## src/hw/rtl/crc8_dfr_pkg.sv

```systemverilog
package crc8_dfr_pkg;

    // Counter width; outputs show the low 32 bits
    localparam int COUNT_WIDTH = 32;

    localparam logic [7:0] CRC_POLY = 8'h07;
    localparam logic [7:0] CRC_TOP  = 8'h80;

    // Configuration register indexes
    localparam logic [1:0] CFG_SYNC_VALUE    = 2'd0;
    localparam logic [1:0] CFG_ACCEPTED_TYPE = 2'd1;
    localparam logic [1:0] CFG_MAX_LENGTH    = 2'd2;

    // Verdict codes
    localparam logic [2:0] ST_OK       = 3'd0;
    localparam logic [2:0] ST_TOO_LONG = 3'd1;
    localparam logic [2:0] ST_CRC_BAD  = 3'd2;
    localparam logic [2:0] ST_TYPE_BAD = 3'd3;
    localparam logic [2:0] ST_OVERRUN  = 3'd4;

    // Result kinds
    localparam logic KIND_PAYLOAD = 1'b0;
    localparam logic KIND_VERDICT = 1'b1;

    typedef enum logic [2:0] {
        PH_HUNT,
        PH_LEN_LO,
        PH_LEN_HI,
        PH_TYPE,
        PH_PAYLOAD,
        PH_CRC
    } phase_t;

    typedef enum logic [1:0] {
        TLV_ID,
        TLV_LEN,
        TLV_VALUE
    } tlv_phase_t;

    // One byte of CRC-8 (MSB first, no reflection)
    function automatic logic [7:0] crc8_update(input logic [7:0] crc, input logic [7:0] b);
        logic [7:0] c;
        c = crc ^ b;
        for (int i = 0; i < 8; i++)
        begin
            if ((c & CRC_TOP) != 8'h00)
            begin
                c = {c[6:0], 1'b0} ^ CRC_POLY;
            end
            else
            begin
                c = {c[6:0], 1'b0};
            end
        end
        return c;
    endfunction

    // Saturating increment
    function automatic logic [COUNT_WIDTH-1:0] sat_inc(input logic [COUNT_WIDTH-1:0] v);
        if (v == {COUNT_WIDTH{1'b1}})
        begin
            return v;
        end
        return v + COUNT_WIDTH'(1);
    endfunction

endpackage

```

## src/hw/rtl/crc8_packet_deframer_tlv_check_unit.sv

```systemverilog
// Serial packet deframer with CRC-8 and TLV overrun check.
//
// Input channel: in_valid / in_stall carry one received byte (rx_byte) per
// transfer. Output channel: out_valid / out_stall carry either a payload byte
// with its offset (kind 0) or a frame verdict with saturating good and bad
// counts (kind 1). Sync, type and in-range length bytes give no output.
// Configuration: cfg_write with cfg_index and cfg_data writes sync value,
// accepted type or max length; write only while the block is idle.
//
// A result is in the output register the cycle after its byte transfer; one
// byte per cycle is taken while out_stall holds no result. The per-byte CRC-8
// update and framing checks sit between the frame state and the output
// register. While a result is held by out_stall, in_stall is raised; once the
// output register is taken, a new byte transfers in the same cycle.
// Reset (rst_n low) hunts for sync, clears counters, empties the output
// register and restores the register defaults (sync 0xAA, type 1, max 1024).
module crc8_packet_deframer_tlv_check_unit
(
    input  logic        clk,
    input  logic        rst_n,
    input  logic        cfg_write,
    input  logic [1:0]  cfg_index,
    input  logic [15:0] cfg_data,
    input  logic        in_valid,
    output logic        in_stall,
    input  logic [7:0]  rx_byte,
    output logic        out_valid,
    input  logic        out_stall,
    output logic        kind,
    output logic [7:0]  data,
    output logic [15:0] offset,
    output logic [2:0]  status,
    output logic [15:0] frame_length,
    output logic [31:0] good_count,
    output logic [31:0] bad_count
);

    localparam int CW = crc8_dfr_pkg::COUNT_WIDTH;

    // Configuration
    logic [7:0]  sync_value_reg;
    logic [7:0]  accepted_type_reg;
    logic [15:0] max_length_reg;

    // Frame state
    crc8_dfr_pkg::phase_t     phase_reg, phase_next;
    crc8_dfr_pkg::tlv_phase_t tlv_phase_reg, tlv_phase_next;
    logic [15:0] decl_len_reg, decl_len_next;
    logic [15:0] byte_pos_reg, byte_pos_next;
    logic [7:0]  crc_reg, crc_next;
    logic [7:0]  frame_type_reg, frame_type_next;
    logic [7:0]  tlv_left_reg, tlv_left_next;
    logic [CW-1:0] good_total_reg, good_total_next;
    logic [CW-1:0] bad_total_reg, bad_total_next;

    // Output register
    logic        out_valid_reg, out_valid_next;
    logic        kind_reg;
    logic [7:0]  data_reg;
    logic [15:0] offset_reg;
    logic [2:0]  status_reg;
    logic [15:0] frame_length_reg;
    logic [31:0] good_count_reg;
    logic [31:0] bad_count_reg;

    // Result of the current byte
    logic        res_valid;
    logic        res_kind;
    logic [2:0]  res_status;

    logic        accept;
    logic [15:0] len_full;
    logic [16:0] pos_inc;

    assign in_stall = out_valid_reg && out_stall;
    assign accept   = in_valid && !in_stall;
    assign len_full = {rx_byte, decl_len_reg[7:0]};
    assign pos_inc  = {1'b0, byte_pos_reg} + 17'd1;

    // Write configuration registers
    always_ff @(posedge clk or negedge rst_n)
    begin
        if (!rst_n)
        begin
            sync_value_reg    <= 8'd170;
            accepted_type_reg <= 8'd1;
            max_length_reg    <= 16'd1024;
        end
        else if (cfg_write)
        begin
            case (cfg_index)
                crc8_dfr_pkg::CFG_SYNC_VALUE:    sync_value_reg    <= cfg_data[7:0];
                crc8_dfr_pkg::CFG_ACCEPTED_TYPE: accepted_type_reg <= cfg_data[7:0];
                crc8_dfr_pkg::CFG_MAX_LENGTH:    max_length_reg    <= cfg_data;
                default: ;
            endcase
        end
    end

    // Advance the frame phase
    always_comb
    begin
        phase_next = phase_reg;
        case (phase_reg)
            crc8_dfr_pkg::PH_HUNT:
            begin
                if (rx_byte == sync_value_reg)
                begin
                    phase_next = crc8_dfr_pkg::PH_LEN_LO;
                end
            end
            crc8_dfr_pkg::PH_LEN_LO:
            begin
                phase_next = crc8_dfr_pkg::PH_LEN_HI;
            end
            crc8_dfr_pkg::PH_LEN_HI:
            begin
                phase_next = (len_full > max_length_reg) ? crc8_dfr_pkg::PH_HUNT
                                                         : crc8_dfr_pkg::PH_TYPE;
            end
            crc8_dfr_pkg::PH_TYPE:
            begin
                phase_next = (decl_len_reg == 16'd0) ? crc8_dfr_pkg::PH_CRC
                                                     : crc8_dfr_pkg::PH_PAYLOAD;
            end
            crc8_dfr_pkg::PH_PAYLOAD:
            begin
                if (pos_inc >= {1'b0, decl_len_reg})
                begin
                    phase_next = crc8_dfr_pkg::PH_CRC;
                end
            end
            crc8_dfr_pkg::PH_CRC:
            begin
                phase_next = crc8_dfr_pkg::PH_HUNT;
            end
            default:
            begin
                phase_next = crc8_dfr_pkg::PH_HUNT;
            end
        endcase
    end

    // Update frame data, CRC, TLV tracking, counters and form the result
    always_comb
    begin
        decl_len_next   = decl_len_reg;
        byte_pos_next   = byte_pos_reg;
        crc_next        = crc_reg;
        frame_type_next = frame_type_reg;
        tlv_phase_next  = tlv_phase_reg;
        tlv_left_next   = tlv_left_reg;
        good_total_next = good_total_reg;
        bad_total_next  = bad_total_reg;
        res_valid       = 1'b0;
        res_kind        = crc8_dfr_pkg::KIND_PAYLOAD;
        res_status      = crc8_dfr_pkg::ST_OK;
        case (phase_reg)
            crc8_dfr_pkg::PH_HUNT:
            begin
                if (rx_byte == sync_value_reg)
                begin
                    crc_next = 8'h00;
                end
            end
            crc8_dfr_pkg::PH_LEN_LO:
            begin
                decl_len_next = {8'h00, rx_byte};
            end
            crc8_dfr_pkg::PH_LEN_HI:
            begin
                decl_len_next = len_full;
                if (len_full > max_length_reg)
                begin
                    bad_total_next = crc8_dfr_pkg::sat_inc(bad_total_reg);
                    res_valid      = 1'b1;
                    res_kind       = crc8_dfr_pkg::KIND_VERDICT;
                    res_status     = crc8_dfr_pkg::ST_TOO_LONG;
                end
            end
            crc8_dfr_pkg::PH_TYPE:
            begin
                frame_type_next = rx_byte;
                crc_next        = crc8_dfr_pkg::crc8_update(8'h00, rx_byte);
                byte_pos_next   = 16'd0;
                tlv_phase_next  = crc8_dfr_pkg::TLV_ID;
                tlv_left_next   = 8'd0;
            end
            crc8_dfr_pkg::PH_PAYLOAD:
            begin
                res_valid     = 1'b1;
                crc_next      = crc8_dfr_pkg::crc8_update(crc_reg, rx_byte);
                byte_pos_next = pos_inc[15:0];
                case (tlv_phase_reg)
                    crc8_dfr_pkg::TLV_ID:
                    begin
                        tlv_phase_next = crc8_dfr_pkg::TLV_LEN;
                    end
                    crc8_dfr_pkg::TLV_LEN:
                    begin
                        tlv_left_next  = rx_byte;
                        tlv_phase_next = (rx_byte == 8'd0) ? crc8_dfr_pkg::TLV_ID
                                                           : crc8_dfr_pkg::TLV_VALUE;
                    end
                    default:
                    begin
                        tlv_left_next = tlv_left_reg - 8'd1;
                        if (tlv_left_reg == 8'd1)
                        begin
                            tlv_phase_next = crc8_dfr_pkg::TLV_ID;
                        end
                    end
                endcase
            end
            crc8_dfr_pkg::PH_CRC:
            begin
                res_valid = 1'b1;
                res_kind  = crc8_dfr_pkg::KIND_VERDICT;
                if (rx_byte != crc_reg)
                begin
                    res_status     = crc8_dfr_pkg::ST_CRC_BAD;
                    bad_total_next = crc8_dfr_pkg::sat_inc(bad_total_reg);
                end
                else if (frame_type_reg != accepted_type_reg)
                begin
                    res_status     = crc8_dfr_pkg::ST_TYPE_BAD;
                    bad_total_next = crc8_dfr_pkg::sat_inc(bad_total_reg);
                end
                else
                begin
                    good_total_next = crc8_dfr_pkg::sat_inc(good_total_reg);
                    if (tlv_phase_reg == crc8_dfr_pkg::TLV_VALUE)
                    begin
                        res_status     = crc8_dfr_pkg::ST_OVERRUN;
                        bad_total_next = crc8_dfr_pkg::sat_inc(bad_total_reg);
                    end
                end
            end
            default: ;
        endcase
    end

    // Hold frame state; update on each byte transfer
    always_ff @(posedge clk or negedge rst_n)
    begin
        if (!rst_n)
        begin
            phase_reg      <= crc8_dfr_pkg::PH_HUNT;
            tlv_phase_reg  <= crc8_dfr_pkg::TLV_ID;
            decl_len_reg   <= 16'd0;
            byte_pos_reg   <= 16'd0;
            crc_reg        <= 8'h00;
            frame_type_reg <= 8'h00;
            tlv_left_reg   <= 8'd0;
            good_total_reg <= '0;
            bad_total_reg  <= '0;
        end
        else if (accept)
        begin
            phase_reg      <= phase_next;
            tlv_phase_reg  <= tlv_phase_next;
            decl_len_reg   <= decl_len_next;
            byte_pos_reg   <= byte_pos_next;
            crc_reg        <= crc_next;
            frame_type_reg <= frame_type_next;
            tlv_left_reg   <= tlv_left_next;
            good_total_reg <= good_total_next;
            bad_total_reg  <= bad_total_next;
        end
    end

    // Output valid: load on transfer, drop once taken, hold while stalled
    always_comb
    begin
        if (accept)
        begin
            out_valid_next = res_valid;
        end
        else if (out_valid_reg && !out_stall)
        begin
            out_valid_next = 1'b0;
        end
        else
        begin
            out_valid_next = out_valid_reg;
        end
    end

    always_ff @(posedge clk or negedge rst_n)
    begin
        if (!rst_n)
        begin
            out_valid_reg <= 1'b0;
        end
        else
        begin
            out_valid_reg <= out_valid_next;
        end
    end

    // Capture the result payload
    always_ff @(posedge clk)
    begin
        if (accept && res_valid)
        begin
            kind_reg         <= res_kind;
            data_reg         <= (res_kind == crc8_dfr_pkg::KIND_PAYLOAD) ? rx_byte : 8'h00;
            offset_reg       <= (res_kind == crc8_dfr_pkg::KIND_PAYLOAD) ? byte_pos_reg
                                                                         : 16'd0;
            status_reg       <= res_status;
            frame_length_reg <= decl_len_next;
            good_count_reg   <= 32'(good_total_next);
            bad_count_reg    <= 32'(bad_total_next);
        end
    end

    assign out_valid    = out_valid_reg;
    assign kind         = kind_reg;
    assign data         = data_reg;
    assign offset       = offset_reg;
    assign status       = status_reg;
    assign frame_length = frame_length_reg;
    assign good_count   = good_count_reg;
    assign bad_count    = bad_count_reg;

endmodule
```

## config.mk

```make
export PLATFORM = sky130hd
export DESIGN_NAME = crc8_packet_deframer_tlv_check_unit
export DESIGN_NICKNAME = d
export VERILOG_FILES = /design/src/hw/rtl/crc8_dfr_pkg.sv /design/src/hw/rtl/crc8_packet_deframer_tlv_check_unit.sv
export SDC_FILE = /design/constraint.sdc
export NUM_CORES = 1
export LEC_CHECK = 0
export BUFFER_PORTS_ARGS = -buffer_cell sky130_fd_sc_hd__buf_4
export CAP_MARGIN = 15
export CORE_UTILIZATION = 51
export CTS_BUF_LIST = sky130_fd_sc_hd__clkbuf_16
export DETAILED_ROUTE_END_ITERATION = 8
export PLACE_DENSITY = 0.75
export REMOVE_ABC_BUFFERS = 1
export SYNTH_ARGS = -nofsm -noshare
export SYNTH_HDL_FRONTEND = slang
export SYNTH_SLANG_ARGS = --single-unit
```

## constraint.sdc

```tcl
create_clock -name clk -period 17.1 [get_ports clk]
set_clock_uncertainty 0.05 [all_clocks]
set_input_delay 1.71 -clock clk [delete_from_list [all_inputs] [get_ports clk]]
set_output_delay 1.71 -clock clk [all_outputs]
set_load 0.1 [all_outputs]
```

==> flow_summary.json, run 1 <==
{
  "gp_congestion": 0.836,
  "cts.sinks": 266,
  "required_ns": 17.34,
  "vias_per_cell": 5.62,
  "grt_max_degree": 91,
  "io_pins": 141,
  "dieArea_mm2": 0.0274,
  "final_common_cell": "dfrtp_1",
  "grt_usage_pct": 22.2,
  "async_flop_share_pct": 59.4,
  "setup_ws_ns": 12.83,
  "p_leak_uw": 0.00667,
  "nFillCells": 2184,
  "placementRows": 59,
  "io_buffer_count": 140,
  "grt_pass1_vias": 9310,
  "hpwl_mm": 21.1,
  "grt-ovfl-total": 0,
  "setup.worst_path.start": "rx_byte[7]",
  "hp-start": "tlv_left_reg[6]$_DFFE_PN0P_",
  "layout_common_cells": "152 x dfrtp_1, 146 x buf_4, 145 x nand2_1",
  "synth_area_mm2": 0.0137,
  "post_cts_buffers": 0,
  "ys_seq_elements": 266,
  "reg2reg_depth": 13,
  "grt_pass1_wl_mm": 49.4,
  "drc_errors": 34,
  "status": "complete, but fails checks",
  "timing.rr.end": "phase_reg[0]$_DFFE_PN0P_",
  "first_iter_violations": 674,
  "firstDrtPassIters": 7,
  "areaGrowthSynthToFinish_pct": 15.9,
  "clockBufferDepth": 3,
  "fmax_mhz": 234,
  "cp_max_fo": 31,
  "htreeDepth": 1,
  "cts_root_buf": "clkbuf_16",
  "synth-edff-count": 108,
  "dieHeight_um": 166,
  "end_kind": "register",
  "post_cts_resized": 0,
  "drt-wirelength-per-cell_um": 17.7,
  "clk_pin_slew_ns": 0.06,
  "r2r_setup_slack_ns": 13.67,
  "finalSetupTns_ns": 0,
  "start_util_pct": 52.2,
  "hold_path.class": "reg -> reg",
  "hold_viol_final": 0,
  "avgSynthCellArea_um2": 11.1,
  "worstSetupStartpointType": "input pin",
  "ys_seq_area_share_pct": 52.8,
  "vias": 9577,
  "fin_nets": 1419,
  "crit_end": "bad_count[1]$_DFFE_PP_",
  "clock_latency_ns": 0.54,
  "violations": "DRC",
  "yosys_warnings": 0,
  "worst_pin_slew_ns": 1.14,
  "cts_hold_buffers": 0,
  "core_area_mm2": 0.0261,
  "rsz0062_at_grt": "no",
  "synth.distinct_cells": 72,
  "multiInputGateArea_mm2": 0.00597,
  "finalCriticalPeriod_ns": 4.27,
  "syn_inst": 1230,
  "post-place-ws_ns": 12.30,
  "antenna_left": 0,
  "drt_wl_total_mm": 30.1,
  "arrival_ns": 4.50,
  "ir_worst_vdd_uv": 92.4,
  "die_w_um": 166,
  "powerDensity_mw_per_mm2": 152,
  "report.final.setup_viol": 0,
  "drv_slew": 0,
  "cap_viol_max_count": 0,
  "seq_area_mm2": 0.00720,
  "cts_tree": "done",
  "drive_gt1_share_pct": 20.1,
  "rr_startpoint": "byte_pos_reg[0]$_DFFE_PN0P_",
  "fin_crit_sh_pct": 25.0,
  "cts_made_buffers": 28,
  "grt_antenna_before_repair": 1,
  "critPathKind": "in -> reg",
  "ys.flop_type": "dfrtp_1",
  "slew_headroom_pct": 23.7
}
==> metrics by stage <==
stage / instance area (um2) / hold slack [ns] / instances / util [%] / total power (uW)
after CTS: 15800 / 0.454 / 1701 / 60.5 / 2420
after global placement: 14900 / 0.426 / 1649 / 56.9 / 1780
after detailed placement: 14900 / 0.443 / 1649 / 56.9 / 1800
after floorplan: 13300 / 0.400 / 1167 / - / 1580
final: 15800 / 0.454 / 1703 / 60.6 / 2410
after global routing: 15800 / 0.467 / 1703 / 60.6 / 2520
==> logic make-up (layout without fill, tap and decap cells) <==
family	Yosys count	count (layout)	share of synthesized area [%]
AND/OR/NAND/NOR	426	426	16.8
multiplexers	45	45	3.74
XOR/XNOR	184	184	11.9
adder cells (fa/ha/maj)	43	43	3.94
buffers and inverters	110	247	3.57
flip-flops	266	266	52.8
other	0	1	0
AO/OA/AOI/OAI	156	156	7.28
==> how the worst min path moves through the flow <==
stage                                    end  cells past startpoint
2_1_floorplan    tlv_left_reg[6]$_DFFE_PN0P_                      2
3_3_place_gp     tlv_left_reg[6]$_DFFE_PN0P_                      2
3_5_place_dp     tlv_left_reg[6]$_DFFE_PN0P_                      2
4_1_cts          tlv_left_reg[6]$_DFFE_PN0P_                      2
5_1_grt        bad_total_reg[23]$_DFFE_PN0P_                      1
6_report         tlv_left_reg[6]$_DFFE_PN0P_                      2
==> layout make-up <==
| cell class | count | area share (%) |
|---|---|---|
| sequential | 266 | 45.5 |
| multi-input combinational | 854 | 37.7 |
| timing repair buffer | 148 | 7.03 |
| clock buffer | 29 | 4.58 |
| tap | 335 | 2.65 |
| clock inverter | 23 | 1.37 |
| inverter | 47 | 1.11 |
| antenna | 1 | 0.0158 |
==> synth_stat cells, types with 3 or more instances <==
library cell	instances	area, um2
a21o_1	7	52.6
a21oi_1	17	85.1
a22o_1	7	61.3
a22oi_1	6	45.0
a31oi_1	4	25.0
and2_1	16	100
and3_1	43	269
and4_1	14	123
buf_2	29	145
buf_4	4	30.0
buf_6	3	33.8
clkbuf_1	26	97.6
dfrtp_1	152	3800
dfstp_2	6	158
edfxtp_1	108	3240
ha_1	43	538
inv_1	46	173
mux2_2	44	495
nand2_1	145	544
nand2b_1	5	31.3
nand3_1	41	205
nand3b_1	5	37.5
nand4_1	43	269
nand4_2	4	50.1
nor2_1	59	221
nor3_1	8	40.0
nor3b_1	5	37.5
nor3b_2	3	37.5
nor4_1	10	62.6
nor4_2	4	50.1
o21ai_0	85	425
o22ai_1	3	18.8
o31ai_1	5	37.5
xnor2_1	133	1160
xor2_1	50	438
==> critical path, cell delays in order <==
cell      delay (ns)
buf_4           0.17
ha_1            0.35
nand4_2         0.15
nor3_1          0.07
a2111o_1        0.46
o311ai_4        0.21
buf_4           0.31
nand2_2         0.42
nand2_1         0.26
mux2_2          0.35
==> metal layers <==
layer | track usage [%] | wire length [um] | vias up | part of all wire, %
li1 | - | - | 4548 | -
met1 | 32.3 | 14000 | 4715 | 47
met2 | 35.4 | 14000 | 276 | 46
met3 | 2.96 | 1570 | 38 | 5.2
met4 | 5.36 | 505 | 0 | 1.7
met5 | 0 | 0 | - | 0
==> where the power goes <==
group	internal, uW	leakage [uW]	switching [uW]
Sequential	808	0.00309	83.4
Clock	367	0.000467	250
Combinational	241	0.00311	660
Total	1420	0.00667	993
Note: power is estimated with default switching activity, not from simulation.
==> run 2: changes to the inputs <==
--- a/config.mk
+++ b/config.mk
@@ -10,7 +10,7 @@
 export CORE_UTILIZATION = 51
 export CTS_BUF_LIST = sky130_fd_sc_hd__clkbuf_16
 export DETAILED_ROUTE_END_ITERATION = 8
-export PLACE_DENSITY = 0.75
+export PLACE_DENSITY = 0.77
 export REMOVE_ABC_BUFFERS = 1
 export SYNTH_ARGS = -nofsm -noshare
 export SYNTH_HDL_FRONTEND = slang
==> constraint.sdc (replaced) <==
create_clock -name clk -period 3.9 [get_ports clk]
set_clock_uncertainty 0.05 [all_clocks]
set_input_delay 0.39 -clock clk [delete_from_list [all_inputs] [get_ports clk]]
set_output_delay 0.39 -clock clk [all_outputs]
set_load 0.1 [all_outputs]
==> run 2 against run 1 <==
Net effect: clock power rose to 3.9 times the previous value; worst setup slack got worse by 12 ns; critical endpoint is now phase_reg[0]$_DFFE_PN0P_; sequential share of layout area barely moved; via count rose by 0.94%; utilization barely moved; global-route usage rose by 0.54 points; worst hold slack got worse by 0.43 ns; combinational power rose to 4.5 times the previous value; wire length rose by 1.3%; the flow still finishes with violations (DRC).
==> flow_summary.json, run 2 (synthesis results as in run 1) <==
{
  "status": "complete, but fails checks",
  "violations": "DRC",
  "io_pins": 141,
  "clock_latency_ns": 0.55,
  "grt-ovfl-total": 0,
  "first_iter_violations": 743,
  "arrival_ns": 3.83,
  "hp-start": "cfg_data[14]",
  "report.final.setup_viol": 0,
  "wl_met1_mm": 13.7,
  "slew_headroom_pct": 33.4,
  "clockBufferDepth": 3,
  "die_w_um": 166,
  "worst_pin_slew_ns": 0.996,
  "hold_viol_final": 0,
  "combPwrFrac_pct": 38.9,
  "cts.sinks": 266,
  "rr_startpoint": "byte_pos_reg[0]$_DFFE_PN0P_",
  "hold_path.class": "in -> reg",
  "finalCriticalPeriod_ns": 3.46,
  "drt_wl_total_mm": 30.5,
  "power_uw": 10300,
  "holdWs_ns": 0.0218,
  "top_layer": "met4",
  "gp_congestion": 0.902,
  "final_common_cell": "buf_4",
  "clk_pin_slew_ns": 0.06,
  "antenna_cells": 0,
  "fmax_mhz": 289,
  "seqPwrFrac_pct": 37.9,
  "grt_pass1_vias": 9606,
  "cts_made_buffers": 28,
  "worstSetupStartpointType": "register",
  "htreeDepth": 1,
  "drive_gt1_share_pct": 20.0,
  "cap_viol_max_count": 0,
  "antenna_left": 0,
  "firstDrtPassIters": 9,
  "cts_root_buf": "clkbuf_16",
  "hpwl_mm": 21.6,
  "drv_slew": 0,
  "p_leak_uw": 0.00670,
  "wl_met2_mm": 14.4,
  "wl_met3_mm": 1.73,
  "post_cts_resized": 0,
  "io_buffer_count": 140,
  "core_area_mm2": 0.0261,
  "dieHeight_um": 166,
  "grt_antenna_before_repair": 0,
  "p_switching_uw": 4360,
  "vias_per_cell": 5.64,
  "cts_hold_buffers": 2,
  "critPathKind": "reg -> reg",
  "grt_usage_pct": 22.7,
  "cts_tree": "done",
  "p_clk_share_pct": 23.2,
  "ir_worst_vdd_uv": 356,
  "fin_crit_sh_pct": 88.6,
  "drc_errors": 16,
  "fin_area_mm2": 0.0158,
  "placementRows": 59,
  "setup.worst_path.start": "byte_pos_reg[0]$_DFFE_PN0P_",
  "start_util_pct": 52.2,
  "swShare_pct": 42.3,
  "fin_nets": 1430,
  "end_kind": "register",
  "grt_max_degree": 89,
  "dieArea_mm2": 0.0274,
  "detailed_place.area_mm2": 0.0150,
  "rsz0062_at_grt": "no",
  "grt_pass1_wl_mm": 50.6,
  "post_cts_buffers": 0,
  "powerDensity_mw_per_mm2": 652,
  "required_ns": 4.28,
  "drt-wirelength-per-cell_um": 17.8,
  "p_int_uw": 5960,
  "cp_max_fo": 6,
  "layout_common_cells": "153 x buf_4, 152 x dfrtp_1, 145 x nand2_1",
  "vias": 9667,
  "areaGrowthSynthToFinish_pct": 15.9
}
[run 2: cell count changes in the layout (fill, tap and decap cells not counted), sizes merged]
cell | previous run | this run
inv | 51 | 57
bufinv | 4 | 0
clkinvlp | 3 | 0
dlygate4sd3 | 0 | 2
clkinv | 12 | 13
buf | 147 | 156
diode | 1 | 0
[run 2: final timing paths]
check | endpoint | slack, ns | cells after the start
worst max-delay path | phase_reg[0]$_DFFE_PN0P_ | 0.44 | 13
worst min-delay path | max_length_reg[14]$_DFFE_PN0P_ | 0.02 | 2
worst max register to register | phase_reg[0]$_DFFE_PN0P_ | 0.44 | 13
worst min register to register | tlv_left_reg[6]$_DFFE_PN0P_ | 0.45 | 2
max in group asynchronous | good_total_reg[27]$_DFFE_PN0P_ | 2.43 | 3
min in group asynchronous | max_length_reg[8]$_DFFE_PN0P_ | 0.44 | 2
[run 2: power groups by stage]
| stage | Combinational, uW | Clock [uW] | Sequential, uW |
|---|---|---|---|
| finish | 4010 | 2390 | 3910 |
| global route | 4290 | 2550 | 3970 |
| CTS | 4010 | 2440 | 3910 |
| detailed placement | 4000 | 0 | 3950 |
| global placement | 3910 | 0 | 3940 |
| floorplan | 1570 | 0 | 5350 |
[run 2: worst max-delay path, stage by stage, from the launching register on]
cell      delay [ns]
dfrtp_1         0.44
ha_1            0.30
nand3_1         0.17
nor3_1          0.26
and3_1          0.31
and3_1          0.24
xor2_1          0.10
ha_1            0.30
nand4_1         0.12
nor4_1          0.20
nor3_1          0.07
a21boi_0        0.29
a31o_2          0.18
mux2_2          0.33
[run 2: stage by stage]
stage	std cells	setup TNS (ns)	worst slack [ns]	util, %
floorplan	1167	-393.28	-3.64	-
global placement	1658	0	0.579	57.3
detailed placement	1658	0	0.500	57.3
CTS	1712	0	0.468	60.5
global route	1713	0	0.165	60.5
finish	1713	0	0.444	60.5
[run 2: routing by layer]
| layer | vias up | track usage (%) |
|---|---|---|
| li1 | 4562 | - |
| met1 | 4747 | 32.3 |
| met2 | 299 | 36.7 |
| met3 | 59 | 2.87 |
| met4 | 0 | 6.62 |
| met5 | - | 0 |
[run 2: cell type report]
cell class,instances,area [um2]
Multi-Input combinational cell,854,5970
Sequential cell,266,7200
Timing Repair Buffer,159,1220
Inverter,47,176
Clock inverter,23,93.8
Clock buffer,29,726
Tap cell,335,419
Fill cell,2192,10300
==> run 3: changes to the inputs <==
--- a/config.mk
+++ b/config.mk
@@ -5,12 +5,13 @@
 export SDC_FILE = /design/constraint.sdc
 export NUM_CORES = 1
 export LEC_CHECK = 0
+export ABC_AREA = 1
 export BUFFER_PORTS_ARGS = -buffer_cell sky130_fd_sc_hd__buf_4
 export CAP_MARGIN = 15
 export CORE_UTILIZATION = 51
 export CTS_BUF_LIST = sky130_fd_sc_hd__clkbuf_16
 export DETAILED_ROUTE_END_ITERATION = 8
-export PLACE_DENSITY = 0.77
+export PLACE_DENSITY = 0.74
 export REMOVE_ABC_BUFFERS = 1
 export SYNTH_ARGS = -nofsm -noshare
 export SYNTH_HDL_FRONTEND = slang
==> constraint.sdc (replaced) <==
create_clock -name clk -period 3.4 [get_ports clk]
set_clock_uncertainty 0.05 [all_clocks]
set_input_delay 0.34 -clock clk [delete_from_list [all_inputs] [get_ports clk]]
set_output_delay 0.34 -clock clk [all_outputs]
set_load 0.1 [all_outputs]
==> run 3 against run 2 <==
Net effect: the flow now finishes without violations; global-route usage up 2.3 points; register-to-register slack worse by 0.19 ns; highest routed layer unchanged; critical endpoint unchanged; wire length up 17%.
==> flow_summary.json, run 3 <==
{
  "critical_path_buf_inv_count": 2,
  "end_kind": "register",
  "dieArea_mm2": 0.0291,
  "htreeDepth": 1,
  "drc_errors": 0,
  "vias_per_cell": 5.26,
  "ir_worst_vdd_uv": 516,
  "io_pins": 141,
  "synth_area_mm2": 0.0145,
  "io_buffer_count": 140,
  "reg2reg_depth": 18,
  "vias": 11994,
  "status": "completed",
  "start_util_pct": 52.0,
  "drt-wirelength-per-cell_um": 15.6,
  "critPathKind": "reg -> reg",
  "grt-ovfl-total": 0,
  "ys_seq_elements": 266,
  "crit_family": "simple AND/OR/NAND/NOR gates",
  "r2r_setup_slack_ns": 0.25,
  "timing.rr.end": "phase_reg[0]$_DFFE_PN0P_",
  "drv_slew": 0,
  "drt_wl_total_mm": 35.6,
  "grt_usage_pct": 25.1,
  "final_common_cell": "nand2_1",
  "min_path_cells": 3,
  "placementRows": 61,
  "powerDensity_mw_per_mm2": 800,
  "rr_startpoint": "byte_pos_reg[2]$_DFFE_PN0P_",
  "first_iter_violations": 857,
  "hpwl_mm": 25.7,
  "gp_congestion": 0.944,
  "grt_pass1_vias": 11635,
  "grt_antenna_before_repair": 0,
  "grt_pass1_wl_mm": 57.8,
  "fin_nets": 1955,
  "hold_viol_final": 0,
  "synth-edff-count": 108,
  "finalSetupTns_ns": 0,
  "clockBufferDepth": 3,
  "clock_latency_ns": 0.54,
  "path_cells": "inv_1 > nor3_4 > nand3_2 > nor2_1 > nand2_1 > nor3_4 > nand3b_1 > nand2_1 > inv_1 > or2_1 > ha_1 > nand4_1 > nor4_2 > nand2_1 > nand4_1 > nand2_1 > nand2_1 > nand2_1",
  "layout_common_cells": "479 x nand2_1, 225 x inv_1, 155 x buf_4",
  "finalCriticalPeriod_ns": 3.15,
  "core_area_mm2": 0.0279,
  "ys.flop_type": "dfrtp_1",
  "report.final.setup_viol": 0,
  "max_stage_delay_ns": 0.38,
  "grt_max_degree": 98,
  "yosys_warnings": 0,
  "firstDrtPassIters": 5,
  "synth.distinct_cells": 49,
  "p_leak_uw": 0.00793,
  "cpMostUsedCell": "nand2_1",
  "yosys.area.top_type": "dfrtp_1",
  "synth_top_area_share_pct": 26.2,
  "required_ns": 3.78,
  "async_flop_share_pct": 59.4,
  "fmax_mhz": 318,
  "cp_max_fo": 4,
  "drive_gt1_share_pct": 15.0,
  "cts.sinks": 266,
  "cts_tree": "done",
  "slew_headroom_pct": 37.7,
  "clk_pin_slew_ns": 0.06,
  "netlist_top_cells_area": "dfrtp_1 26%, edfxtp_1 22%, nand2_1 12%, inv_1 5.8%, nand3_1 3.9%",
  "areaGrowthSynthToFinish_pct": 17.1,
  "antenna_cells": 0,
  "holdWs_ns": 0.0147,
  "syn_inst": 1736,
  "die_w_um": 171,
  "slowest_stage": "dfrtp_1",
  "cts_root_buf": "clkbuf_16",
  "setup.worst_path.start": "byte_pos_reg[2]$_DFFE_PN0P_",
  "cap_viol_max_count": 0,
  "avgSynthCellArea_um2": 8.35,
  "hold_path.class": "in -> reg",
  "worst_pin_slew_ns": 0.932,
  "cts_made_buffers": 27,
  "dieHeight_um": 171,
  "arrival_ns": 3.53,
  "synth.most_common_cell": "nand2_1",
  "fin_crit_sh_pct": 92.6,
  "synth_commonest_cells": "479 x nand2_1, 225 x inv_1, 152 x dfrtp_1",
  "min_to": "max_length_reg[9]$_DFFE_PN0P_",
  "hp-start": "cfg_data[9]",
  "worstSetupStartpointType": "register",
  "ys_seq_area_share_pct": 49.7,
  "antenna_left": 0
}
run 3: worst max-delay path by stage:
| stage | to | slack, ns | depth (start not counted) |
|---|---|---|---|
| floorplan | bad_count[0]$_DFFE_PP_ | -7.96 | 5 |
| detailed placement | phase_reg[0]$_DFFE_PN0P_ | 0.20 | 18 |
| finish | phase_reg[0]$_DFFE_PN0P_ | 0.25 | 18 |
| global route | phase_reg[0]$_DFFE_PN0P_ | -0.06 | 18 |
| global placement | phase_reg[0]$_DFFE_PN0P_ | 0.34 | 18 |
| CTS | phase_reg[0]$_DFFE_PN0P_ | 0.18 | 18 |
run 3: layout make-up:
class	instances	area [um2]
Clock buffer	28	701
Timing Repair Buffer	164	1290
Multi-Input combinational cell	1187	6220
Fill cell	2359	10900
Sequential cell	266	7200
Inverter	235	882
Clock inverter	21	194
Tap cell	378	473
run 3: logic make-up (layout without fill, tap and decap cells):
kind of cell               after synthesis  in the layout  synth area share, %
buffers and inverters                  283            448                 7.75
DFF                                    266            266                 49.7
and+or+nand+nor                        873            873                 26.9
adders and majority gates               43             43                 3.71
AOI/OAI and AO/OA                      211            211                 8.06
xor gates and xnor gates                60             60                 3.88
run 3: power breakdown:
group,internal [uW],leakage [uW],switching [uW]
Sequential,4340,0.00306,633
Clock,1730,0.000428,1280
Combinational,1610,0.00443,4000
run 3: per-stage QoR:
step	util (%)	power [uW]	cells	instance area (um2)	worst slack (ns)
global route	60.9	14400	2279	17000	-0.0582
floorplan	-	9130	1688	14300	-7.96
detailed placement	57.4	10600	2225	16000	0.203
finish	60.9	13600	2279	17000	0.251
global placement	57.4	10400	2225	16000	0.341
CTS	60.8	13600	2278	16900	0.178
run 3: worst min-delay path, cell delays in order:
cell	delay, ns
buf_4	0.08
nor2_1	0.03
a21oi_1	0.10
run 3: per-layer routing:
metal  GRT usage [%]  up-vias  part of all wire [%]
li1                -     5945                     -
met1            33.5     5622                    45
met2            41.5      344                    47
met5               0        -                     0
met4            10.1        0                   3.7
met3            3.03       83                   4.8
run 3: repair_timing:
item | in CTS | in global routing
buffers inserted | 0 | 1
setup endpoints to repair | 0 | 3
endpoints found under the hold margin | 105 | 0
hold buffers | 4 | 0
resized for setup | 0 | 7
